File: config.mk
export PLATFORM = sky130hd
export DESIGN_NAME = reorder_receive_window_core
export DESIGN_NICKNAME = d
export VERILOG_FILES = /design/src/hw/rtl/rrw_pkg.sv /design/src/hw/rtl/reorder_receive_window_core.sv /design/src/hw/rtl/rrw_cell.sv
export SDC_FILE = /design/constraint.sdc
export NUM_CORES = 2
export LEC_CHECK = 0
export BUFFER_PORTS_ARGS = -buffer_cell sky130_fd_sc_hd__buf_2
export CORE_MARGIN = 4
export CORE_UTILIZATION = 40
export DETAILED_ROUTE_END_ITERATION = 16
export GPL_ROUTABILITY_DRIVEN = 0
export PLACE_DENSITY_LB_ADDON = 0.15
export SLEW_MARGIN = 20
export SYNTH_ARGS = -nofsm -noshare
export SYNTH_HDL_FRONTEND = slang
export SYNTH_HIERARCHICAL = 1
export SYNTH_SLANG_ARGS = --single-unit
export TNS_END_PERCENT = 1
File: constraint.sdc
create_clock -name clk -period 46.6 [get_ports clk]
set_clock_uncertainty 0.1 [all_clocks]
set_input_delay 9.32 -clock clk [delete_from_list [all_inputs] [get_ports clk]]
set_output_delay 9.32 -clock clk [all_outputs]
set_load 0.05 [all_outputs]
File: src/hw/rtl/rrw_pkg.sv
// Shared types and constants of the reorder receive window.
package rrw_pkg;

	localparam int unsigned SEQ_W = 32;
	localparam int unsigned HANDLE_W = 10;
	localparam int unsigned LEN_W = 11;
	localparam int unsigned MAX_PAYLOAD = 1300;

	typedef enum logic [1:0] {
		OP_DATA = 2'd0,
		OP_ESTABLISH = 2'd1,
		OP_PING = 2'd2,
		OP_CLOSE = 2'd3
	} opcode_t;

	typedef enum logic [1:0] {
		KIND_DELIVER = 2'd0,
		KIND_ACK = 2'd1,
		KIND_ESTABLISHED = 2'd2,
		KIND_CLOSED = 2'd3
	} kind_t;

	typedef struct packed {
		logic [SEQ_W-1:0] key;
		logic [HANDLE_W-1:0] handle;
		logic [LEN_W-1:0] len;
		logic wr;
		logic del;
		logic clr;
	} cell_cmd_t;

	typedef struct packed {
		logic hit;
		logic free_seen;
		logic [SEQ_W-1:0] seq;
		logic [HANDLE_W-1:0] handle;
		logic [LEN_W-1:0] len;
	} cell_link_t;

endpackage

File: src/hw/rtl/reorder_receive_window_core.sv
// Top level of the reorder receive window: request sequencer and slot chain.
//
// Requests enter on s_axis: tuser carries the opcode, tdata the sequence,
// payload handle and payload length. Results leave on m_axis: tuser carries
// the result kind and the new-connection flag, tdata the delivered sequence,
// handle, length and the acknowledged value; tlast marks the final result of
// a request. A request is taken only when the previous one has issued all
// of its results.
// A request is accepted, then evaluated against all slots in one compare
// across the chain. An in-order delivery is followed by every held packet
// that drains behind it and then by its acknowledgement; a drained delivery
// appears each cycle while the receiver takes results. An oversized
// payload, or data while not connected, yields no result and frees the
// input once it has been evaluated.
// Reset clears the connection, the expected sequence and every slot valid
// bit at once; no clearing pass follows. When the receiver stalls, the
// output register holds its result and the sequencer waits, so no result is
// lost and the input stays closed until the request is finished.
module reorder_receive_window_core #(
	parameter int unsigned WINDOW = 32
) (
	input logic clk,
	input logic arst_n,
	input logic s_axis_tvalid,
	output logic s_axis_tready,
	input logic [55:0] s_axis_tdata, // seq[31:0], payload_handle[41:32], length[52:42]
	input logic [1:0] s_axis_tuser, // opcode[1:0]
	output logic m_axis_tvalid,
	input logic m_axis_tready,
	output logic [87:0] m_axis_tdata, // out_seq[31:0], out_handle[41:32], out_len[52:42],
	// ack_value[84:53]
	output logic [2:0] m_axis_tuser, // kind[1:0], new_connection[2]
	output logic m_axis_tlast
);
	import rrw_pkg::*;

	localparam int unsigned CNT_W = $clog2(WINDOW + 1);

	typedef enum logic [1:0] {
		ST_IDLE,
		ST_EXEC,
		ST_DRAIN
	} state_t;

	state_t state_q, state_d;
	opcode_t op_q;
	logic [SEQ_W-1:0] seq_q;
	logic [HANDLE_W-1:0] handle_q;
	logic [LEN_W-1:0] len_q;
	logic connected_q, connected_d;
	logic [SEQ_W-1:0] expected_q, expected_d;
	logic [CNT_W-1:0] drain_cnt_q, drain_cnt_d;

	logic out_valid_q;
	kind_t kind_q, kind_d;
	logic [SEQ_W-1:0] out_seq_q, out_seq_d;
	logic [HANDLE_W-1:0] out_handle_q, out_handle_d;
	logic [LEN_W-1:0] out_len_q, out_len_d;
	logic [SEQ_W-1:0] ack_q, ack_d;
	logic new_conn_q, new_conn_d;
	logic last_q, last_d;
	logic emit;

	logic out_free;
	logic [SEQ_W-1:0] diff;
	cell_cmd_t cmd;
	cell_link_t links [WINDOW+1];
	logic [WINDOW-1:0] hits;

	assign out_free = !out_valid_q || m_axis_tready;
	assign diff = seq_q - expected_q;
	assign links[0] = '0;

	for (genvar i = 0; i < WINDOW; i++) begin : g_cell
		rrw_cell u_cell (
			.clk(clk),
			.arst_n(arst_n),
			.cmd(cmd),
			.link_in(links[i]),
			.link_out(links[i+1]),
			.hit(hits[i])
		);
	end

	always_comb begin
		state_d = state_q;
		connected_d = connected_q;
		expected_d = expected_q;
		drain_cnt_d = drain_cnt_q;
		emit = 1'b0;
		kind_d = KIND_ACK;
		out_seq_d = '0;
		out_handle_d = '0;
		out_len_d = '0;
		ack_d = expected_q - SEQ_W'(1);
		new_conn_d = 1'b0;
		last_d = 1'b1;
		cmd.key = (state_q == ST_DRAIN) ? expected_q : seq_q;
		cmd.handle = handle_q;
		cmd.len = len_q;
		cmd.wr = 1'b0;
		cmd.del = 1'b0;
		cmd.clr = 1'b0;

		case (state_q)
			ST_EXEC: begin
				if (out_free) begin
					state_d = ST_IDLE;
					if (32'(len_q) <= 32'(MAX_PAYLOAD)) begin
						case (op_q)
							OP_ESTABLISH: begin
								emit = 1'b1;
								kind_d = KIND_ESTABLISHED;
								ack_d = seq_q;
								new_conn_d = !connected_q;
								if (!connected_q) begin
									connected_d = 1'b1;
									expected_d = seq_q + SEQ_W'(1);
									cmd.clr = 1'b1;
								end
							end
							OP_CLOSE: begin
								emit = 1'b1;
								kind_d = KIND_CLOSED;
								ack_d = '0;
								connected_d = 1'b0;
								expected_d = '0;
								cmd.clr = 1'b1;
							end
							OP_PING: begin
								emit = 1'b1;
							end
							OP_DATA: begin
								if (connected_q) begin
									emit = 1'b1;
									if (diff == '0) begin
										kind_d = KIND_DELIVER;
										out_seq_d = seq_q;
										out_handle_d = handle_q;
										out_len_d = len_q;
										ack_d = '0;
										last_d = 1'b0;
										expected_d = expected_q + SEQ_W'(1);
										drain_cnt_d = '0;
										state_d = ST_DRAIN;
									end else begin
										cmd.wr = (diff < SEQ_W'(WINDOW)) && !links[WINDOW].hit;
									end
								end
							end
							default: begin
								state_d = ST_IDLE;
							end
						endcase
					end
				end
			end
			ST_DRAIN: begin
				if (out_free) begin
					emit = 1'b1;
					if (links[WINDOW].hit && drain_cnt_q != CNT_W'(WINDOW)) begin
						kind_d = KIND_DELIVER;
						out_seq_d = links[WINDOW].seq;
						out_handle_d = links[WINDOW].handle;
						out_len_d = links[WINDOW].len;
						ack_d = '0;
						last_d = 1'b0;
						cmd.del = 1'b1;
						expected_d = expected_q + SEQ_W'(1);
						drain_cnt_d = drain_cnt_q + CNT_W'(1);
					end else begin
						state_d = ST_IDLE;
					end
				end
			end
			default: begin
				state_d = state_q;
			end
		endcase
	end

	always_ff @(posedge clk or negedge arst_n) begin
		if (!arst_n) begin
			state_q <= ST_IDLE;
			connected_q <= 1'b0;
			expected_q <= '0;
			drain_cnt_q <= '0;
			out_valid_q <= 1'b0;
		end else begin
			if (state_q == ST_IDLE) begin
				if (s_axis_tvalid) begin
					state_q <= ST_EXEC;
				end
			end else begin
				state_q <= state_d;
			end
			connected_q <= connected_d;
			expected_q <= expected_d;
			drain_cnt_q <= drain_cnt_d;
			if (emit) begin
				out_valid_q <= 1'b1;
			end else if (m_axis_tready) begin
				out_valid_q <= 1'b0;
			end
		end
	end

	always_ff @(posedge clk) begin
		if (state_q == ST_IDLE && s_axis_tvalid) begin
			op_q <= opcode_t'(s_axis_tuser);
			seq_q <= s_axis_tdata[31:0];
			handle_q <= s_axis_tdata[41:32];
			len_q <= s_axis_tdata[52:42];
		end
		if (emit) begin
			kind_q <= kind_d;
			out_seq_q <= out_seq_d;
			out_handle_q <= out_handle_d;
			out_len_q <= out_len_d;
			ack_q <= ack_d;
			new_conn_q <= new_conn_d;
			last_q <= last_d;
		end
	end

	assign s_axis_tready = (state_q == ST_IDLE);
	assign m_axis_tvalid = out_valid_q;
	assign m_axis_tdata = {3'b000, ack_q, out_len_q, out_handle_q, out_seq_q};
	assign m_axis_tuser = {new_conn_q, kind_q};
	assign m_axis_tlast = last_q;

`ifndef NO_ASSERTIONS
	a_unique_hold: assert property (@(posedge clk) disable iff (!arst_n)
		$onehot0(hits))
		else $error("more than one slot holds the same sequence");

	a_single_request: assert property (@(posedge clk) disable iff (!arst_n)
		s_axis_tvalid && s_axis_tready |=> !s_axis_tready)
		else $error("input open while a request is in progress");

	a_drain_connected: assert property (@(posedge clk) disable iff (!arst_n)
		state_q == ST_DRAIN |-> connected_q)
		else $error("draining while not connected");

	a_drain_not_last: assert property (@(posedge clk) disable iff (!arst_n)
		state_q == ST_DRAIN && m_axis_tvalid |-> !m_axis_tlast)
		else $error("final result shown while drain still runs");
`endif

endmodule

File: src/hw/rtl/rrw_cell.sv
// One hold slot of the receive window, chained to its neighbors.
module rrw_cell (
	input logic clk,
	input logic arst_n,
	input rrw_pkg::cell_cmd_t cmd,
	input rrw_pkg::cell_link_t link_in,
	output rrw_pkg::cell_link_t link_out,
	output logic hit
);
	import rrw_pkg::*;

	logic valid_q;
	logic [SEQ_W-1:0] seq_q;
	logic [HANDLE_W-1:0] handle_q;
	logic [LEN_W-1:0] len_q;
	logic take_free;

	assign hit = valid_q && (seq_q == cmd.key);
	assign take_free = !valid_q && !link_in.free_seen;

	always_comb begin
		link_out.hit = link_in.hit | hit;
		link_out.free_seen = link_in.free_seen | !valid_q;
		link_out.seq = link_in.seq | (hit ? seq_q : '0);
		link_out.handle = link_in.handle | (hit ? handle_q : '0);
		link_out.len = link_in.len | (hit ? len_q : '0);
	end

	always_ff @(posedge clk or negedge arst_n) begin
		if (!arst_n) begin
			valid_q <= 1'b0;
		end else if (cmd.clr) begin
			valid_q <= 1'b0;
		end else if (cmd.del && hit) begin
			valid_q <= 1'b0;
		end else if (cmd.wr && take_free) begin
			valid_q <= 1'b1;
		end
	end

	always_ff @(posedge clk) begin
		if (cmd.wr && take_free && !cmd.clr) begin
			seq_q <= cmd.key;
			handle_q <= cmd.handle;
			len_q <= cmd.len;
		end
	end

endmodule

## Word-level counts from Yosys, hierarchy flattened

Index checks and enable logic that the tools add are counted.
Widths: inputs -> output; s select.

- $add $sub $neg: 5
- Magnitude comparators: 2
- Equal/unequal tests: 53
- Multiplexer cells: 291
- Bitwise gates (word level): 154
- Reductions and logical operators: 274

Operators with widths:

| kind | count |
|---|---|
| $mux 32 | 53 |
| $eq 32x32->1 | 32 |
| $or 32x32->32 | 31 |
| $mux 11 | 39 |
| $mux 10 | 39 |
| $or 11x11->11 | 31 |
| $or 10x10->10 | 31 |
| $pmux 32 s2 | 3 |
| $pmux 32 s3 | 2 |
| $logic_and 1x1->1 | 162 |
| $mux 1 | 126 |
| $reduce_bool 3->1 | 33 |
| $logic_not 1->1 | 66 |
| $add 32x1->32 const B | 2 |
| $or 1x1->1 | 61 |
| $mux 6 | 7 |
| $logic_not 32->1 | 1 |
| $lt 32x6->1 const B | 1 |
| $sub 32x1->32 const B | 1 |
| $sub 32x32->32 | 1 |
| $mux 2 | 11 |
| $pmux 11 s2 | 1 |
| $pmux 10 s2 | 1 |
| $ne 3x3->1 const B | 6 |
| 20 further kinds | 38 |

- Register bits after elaboration: 1914
- Bits of input ports: 62
- Output and inout bits: 94
- Logic and storage cells: 923

## Depth between registers and ports, before layout

- Depth after elaboration: 47
- Depth in mapped cells: 65

## By module

Netlist, hierarchy kept.

Modules (own cells, without submodules):

| module | instances | cells an instance | area an instance (um^2) | seq. area each (um^2) |
|---|---|---|---|---|
| rrw_cell | 32 | 166 | 2511.2 | 1616.6 |
| reorder_receive_window_core | 1 | 1322 | 12424.4 | 5375.2 |

## Worst setup path after synthesis

No wires, ideal clock.

- Kind: reg2reg
- From: register state_q[0]
- To: register g_cell[10].u_cell.handle_q[0] (enable)
- Library setup time: 0.614 ns
- Arrival time: 24.583 ns
- Required time: 45.886 ns
- Setup slack: 21.303 ns
- Stages on the path, launching flop included: 46
- Path buffers: 4
- Clock period less this slack: 25.297 ns
- Cell sequence: dfrtp_1 > inv_1 > ha_1 > clkbuf_1 > clkbuf_1 > clkbuf_1 > o21ai_0 > xnor2_1 > nand3_1 > and4b_1 > buf_6 > or2_2 > or2_2 > or2_2 > or2_2 > or2_2 > or2_2 > or2_2 > [... 10 more ...] > or2_2 > or2_2 > or2_2 > or2_2 > or2_2 > or2_2 > or2_2 > or2_2 > or2_2 > or2_2 > or2_2 > or2_2 > or2_2 > or2_2 > or2_2 > nand2b_1 > nor4_1 > nor4b_1

RTL lines:

| item | line | RTL |
|---|---|---|
| start: declaration | reorder_receive_window_core.sv:45 | `state_t state_q, state_d;` |
| start signal: assignment | reorder_receive_window_core.sv:195 | `state_q <= state_d;` |
| end signal: assignment | rrw_cell.sv:44 | `handle_q <= cmd.handle;` |
| end: declaration | rrw_cell.sv:14 | `logic [HANDLE_W-1:0] handle_q;` |

==> reports/qor.txt <==
Die Ht = 488.9 µm
Detail Route Antenna Nets = 0
Proportion of layout cells with a drive suffix above 1 = 0.1243
CP max FO = 55
R2r startpoint = state_q[0]$_DFFE_PN0P_
Cells after Synth = 6569
Post-CTS Resized = 0
WL/cell = 22.57 µm
H-tree depth = 4
CTS tree = yes
Worst R2R Setup Slack = 30520 ps
CP dominant cell by count = or2_2
Initial antenna violation count = 7
Post-route insts no fill = 10080
Clk buf depth = 3
GRT Util Overall = 0.1871
Relative slew slack = 0.2881
Hold-fix buffers, CTS = 0
Crit Path Class = reg2reg
Critical Path Source = state_q[0]$_DFFE_PN0P_
Core Footprint = 230100 µm²
RR Endpoint = g_cell[31].u_cell/handle_q[7]$_DFFE_PP_
Die area = 239000 µm²
Worst path slowest cell = nor4b_2
Max frequency = 62.20 MHz
Largest net degree at the start of global routing = 82
RSZ-0062 raised after global routing = false
Remaining Overflow, GRT = 0
Yosys warns = 6
Num CTS Buffers = 207
Worst-Margin Slew = 1066 ps
Post-detail-place hpwl = 161200 µm
Clock Latency Late Sink = 860 ps
End of the critical path = g_cell[31].u_cell/handle_q[7]$_DFFE_PP_
Vias = 53760
CP Launch Type = flop
Required time worst endpoint = 46980 ps
Peak supply drop = 0.00006220 V
CP endpoint kind = flop
Final Hold Fails = 0
Drt initial violations = 3704
CTS sink cnt = 1914
Synth Cell Area = 92500 µm²
Crit-path leading delay family = simple AND/OR/NAND/NOR gates
Hold Crit Class = reg2reg
# IOs = 156
Synth Area per Inst = 14.08 µm²
Dpl cells = 9687
Pleak = 39.73 nW
Die X = 488.9 µm
Setup TNS after final layout = 0 ps
Stages on worst setup path = 46
Routed wire length = 227400 µm
CP Buf/Inv Count = 7
Maxcap violations = 0
Residual DRC count = 0
Layout area overhead = 10.51%
Starting Density = 0.4020
Area after DPL = 95770 µm²
Iteration count of the initial detailed-routing pass = 7
First-pass GRT wire length = 349300 µm
WHS = 449.8 ps
Vias per std cell = 5.335
Slew Viols, Final = 0
Worst Reg2Reg Path Length in Cells = 46
Final Cell Area = 102200 µm²
Fillers = 20680
Rows = 176
Power Density = 43.63 nW/µm²
Setup Fix Bufs, Post-CTS = 0
Setup violations, final = 0
Crit-path max cell delay = 940 ps
Total Nets Final = 6980
Min Tclk post-route = 16080 ps
Crit share post-route = 0.3450
PortBufs = 149
Status = finished, final reports clean
Clk slew on worst S/H paths = 60 ps
CP arrival = 16460 ps
Root buffer cell = clkbuf_16
Vias in the first global route = 55770
==> sequential cells by signal, indices dropped and copies added (netlist names), 6 cells and up <==
register and cells:
g_cell.u_cell/seq_q 1024, expected_q 32, out_seq_q 32, len_q 11, handle_q 10, out_handle_q 10
g_cell.u_cell/len_q 352, g_cell.u_cell/handle_q 320, g_cell.u_cell/valid_q 32, drain_cnt_q 6, seq_q 32, out_len_q 11
ack_q 32
==> stage by stage <==
stage / worst slack [ps] / util / power [mW]
final: 30520 / 0.4442 / 4.460
after global routing: 29950 / 0.4442 / 4.660
after CTS: 30360 / 0.4438 / 4.507
after detailed placement: 30410 / 0.4162 / 2.945
after global placement: 30480 / 0.4161 / 2.934
after floorplan: 21350 / - / 2.667
==> worst min-delay path by stage <==
stage | slack (ps) | cells past startpoint | endpoint | startpoint
floorplan | 400 | 2 | state_q[0]$_DFFE_PN0P_ | state_q[0]$_DFFE_PN0P_
global placement | 420 | 2 | state_q[0]$_DFFE_PN0P_ | state_q[0]$_DFFE_PN0P_
detailed placement | 440 | 1 | drain_cnt_q[1]$_DFFE_PN0P_ | drain_cnt_q[1]$_DFFE_PN0P_
CTS | 450 | 1 | drain_cnt_q[1]$_DFFE_PN0P_ | drain_cnt_q[1]$_DFFE_PN0P_
global route | 490 | 2 | state_q[0]$_DFFE_PN0P_ | state_q[0]$_DFFE_PN0P_
finish | 450 | 1 | drain_cnt_q[1]$_DFFE_PN0P_ | drain_cnt_q[1]$_DFFE_PN0P_
==> worst register-to-register path, delay by kind of cell (launching register included) <==
kind                     cells  cell delay [ps]
AND/OR/NAND/NOR             36            10920
buffers and inverters        7             3330
adder cells (fa/ha/maj)      1              440
flip-flops                   1              420
multiplexers                 1              300
XOR/XNOR                     1              140
==> cells in the final DEF, fill, tap and decap left out, types with 30 or more instances in the layout <==
cell and n:
a211oi_1 37, a21o_1 1607, a21o_2 97, a21oi_1 79, a22oi_1 55, and4b_2 32
buf_2 148, buf_4 160, clkbuf_1 65, clkbuf_16 209, clkinv_1 50, clkinv_2 36
conb_1 59, dfrtp_1 74, edfxtp_1 1840, ha_1 44, inv_1 93, mux2_4 30
nand2_1 185, nand3_1 74, nand4_1 249, nor2_1 152, nor2b_1 57, nor3_1 52
nor4_1 31, nor4_2 33, o21ai_0 86, or2_2 36, xnor2_1 1079
==> layout make-up <==
class / count / area [µm²] / area share
multi-input combinational: 4343 / 32580 / 0.3187
antenna: 1 / 2.502 / 0.00002448
clock buffer: 280 / 5557 / 0.05436
sequential: 1914 / 57100 / 0.5587
clock inverter: 105 / 803.3 / 0.007859
inverter: 93 / 349.1 / 0.003415
tap: 3026 / 3786 / 0.03704
timing repair buffer: 314 / 2033 / 0.01989
==> per-layer routing <==
metal | wire length, µm | vias up | track usage
met2 | 104300 | 1126 | 0.2997
li1 | - | 25460 | -
met3 | 8845 | 335 | 0.02652
met5 | 0 | - | 0
met1 | 107700 | 26830 | 0.2639
met4 | 6604 | 0 | 0.05786
==> power by group <==
part           switching, mW  total, mW  internal, mW
Sequential            0.0550       2.04          1.99
Combinational          0.578      0.872         0.293
Clock                  0.686       1.54         0.859
No activity file was read; power rests on OpenSTA's default activity.
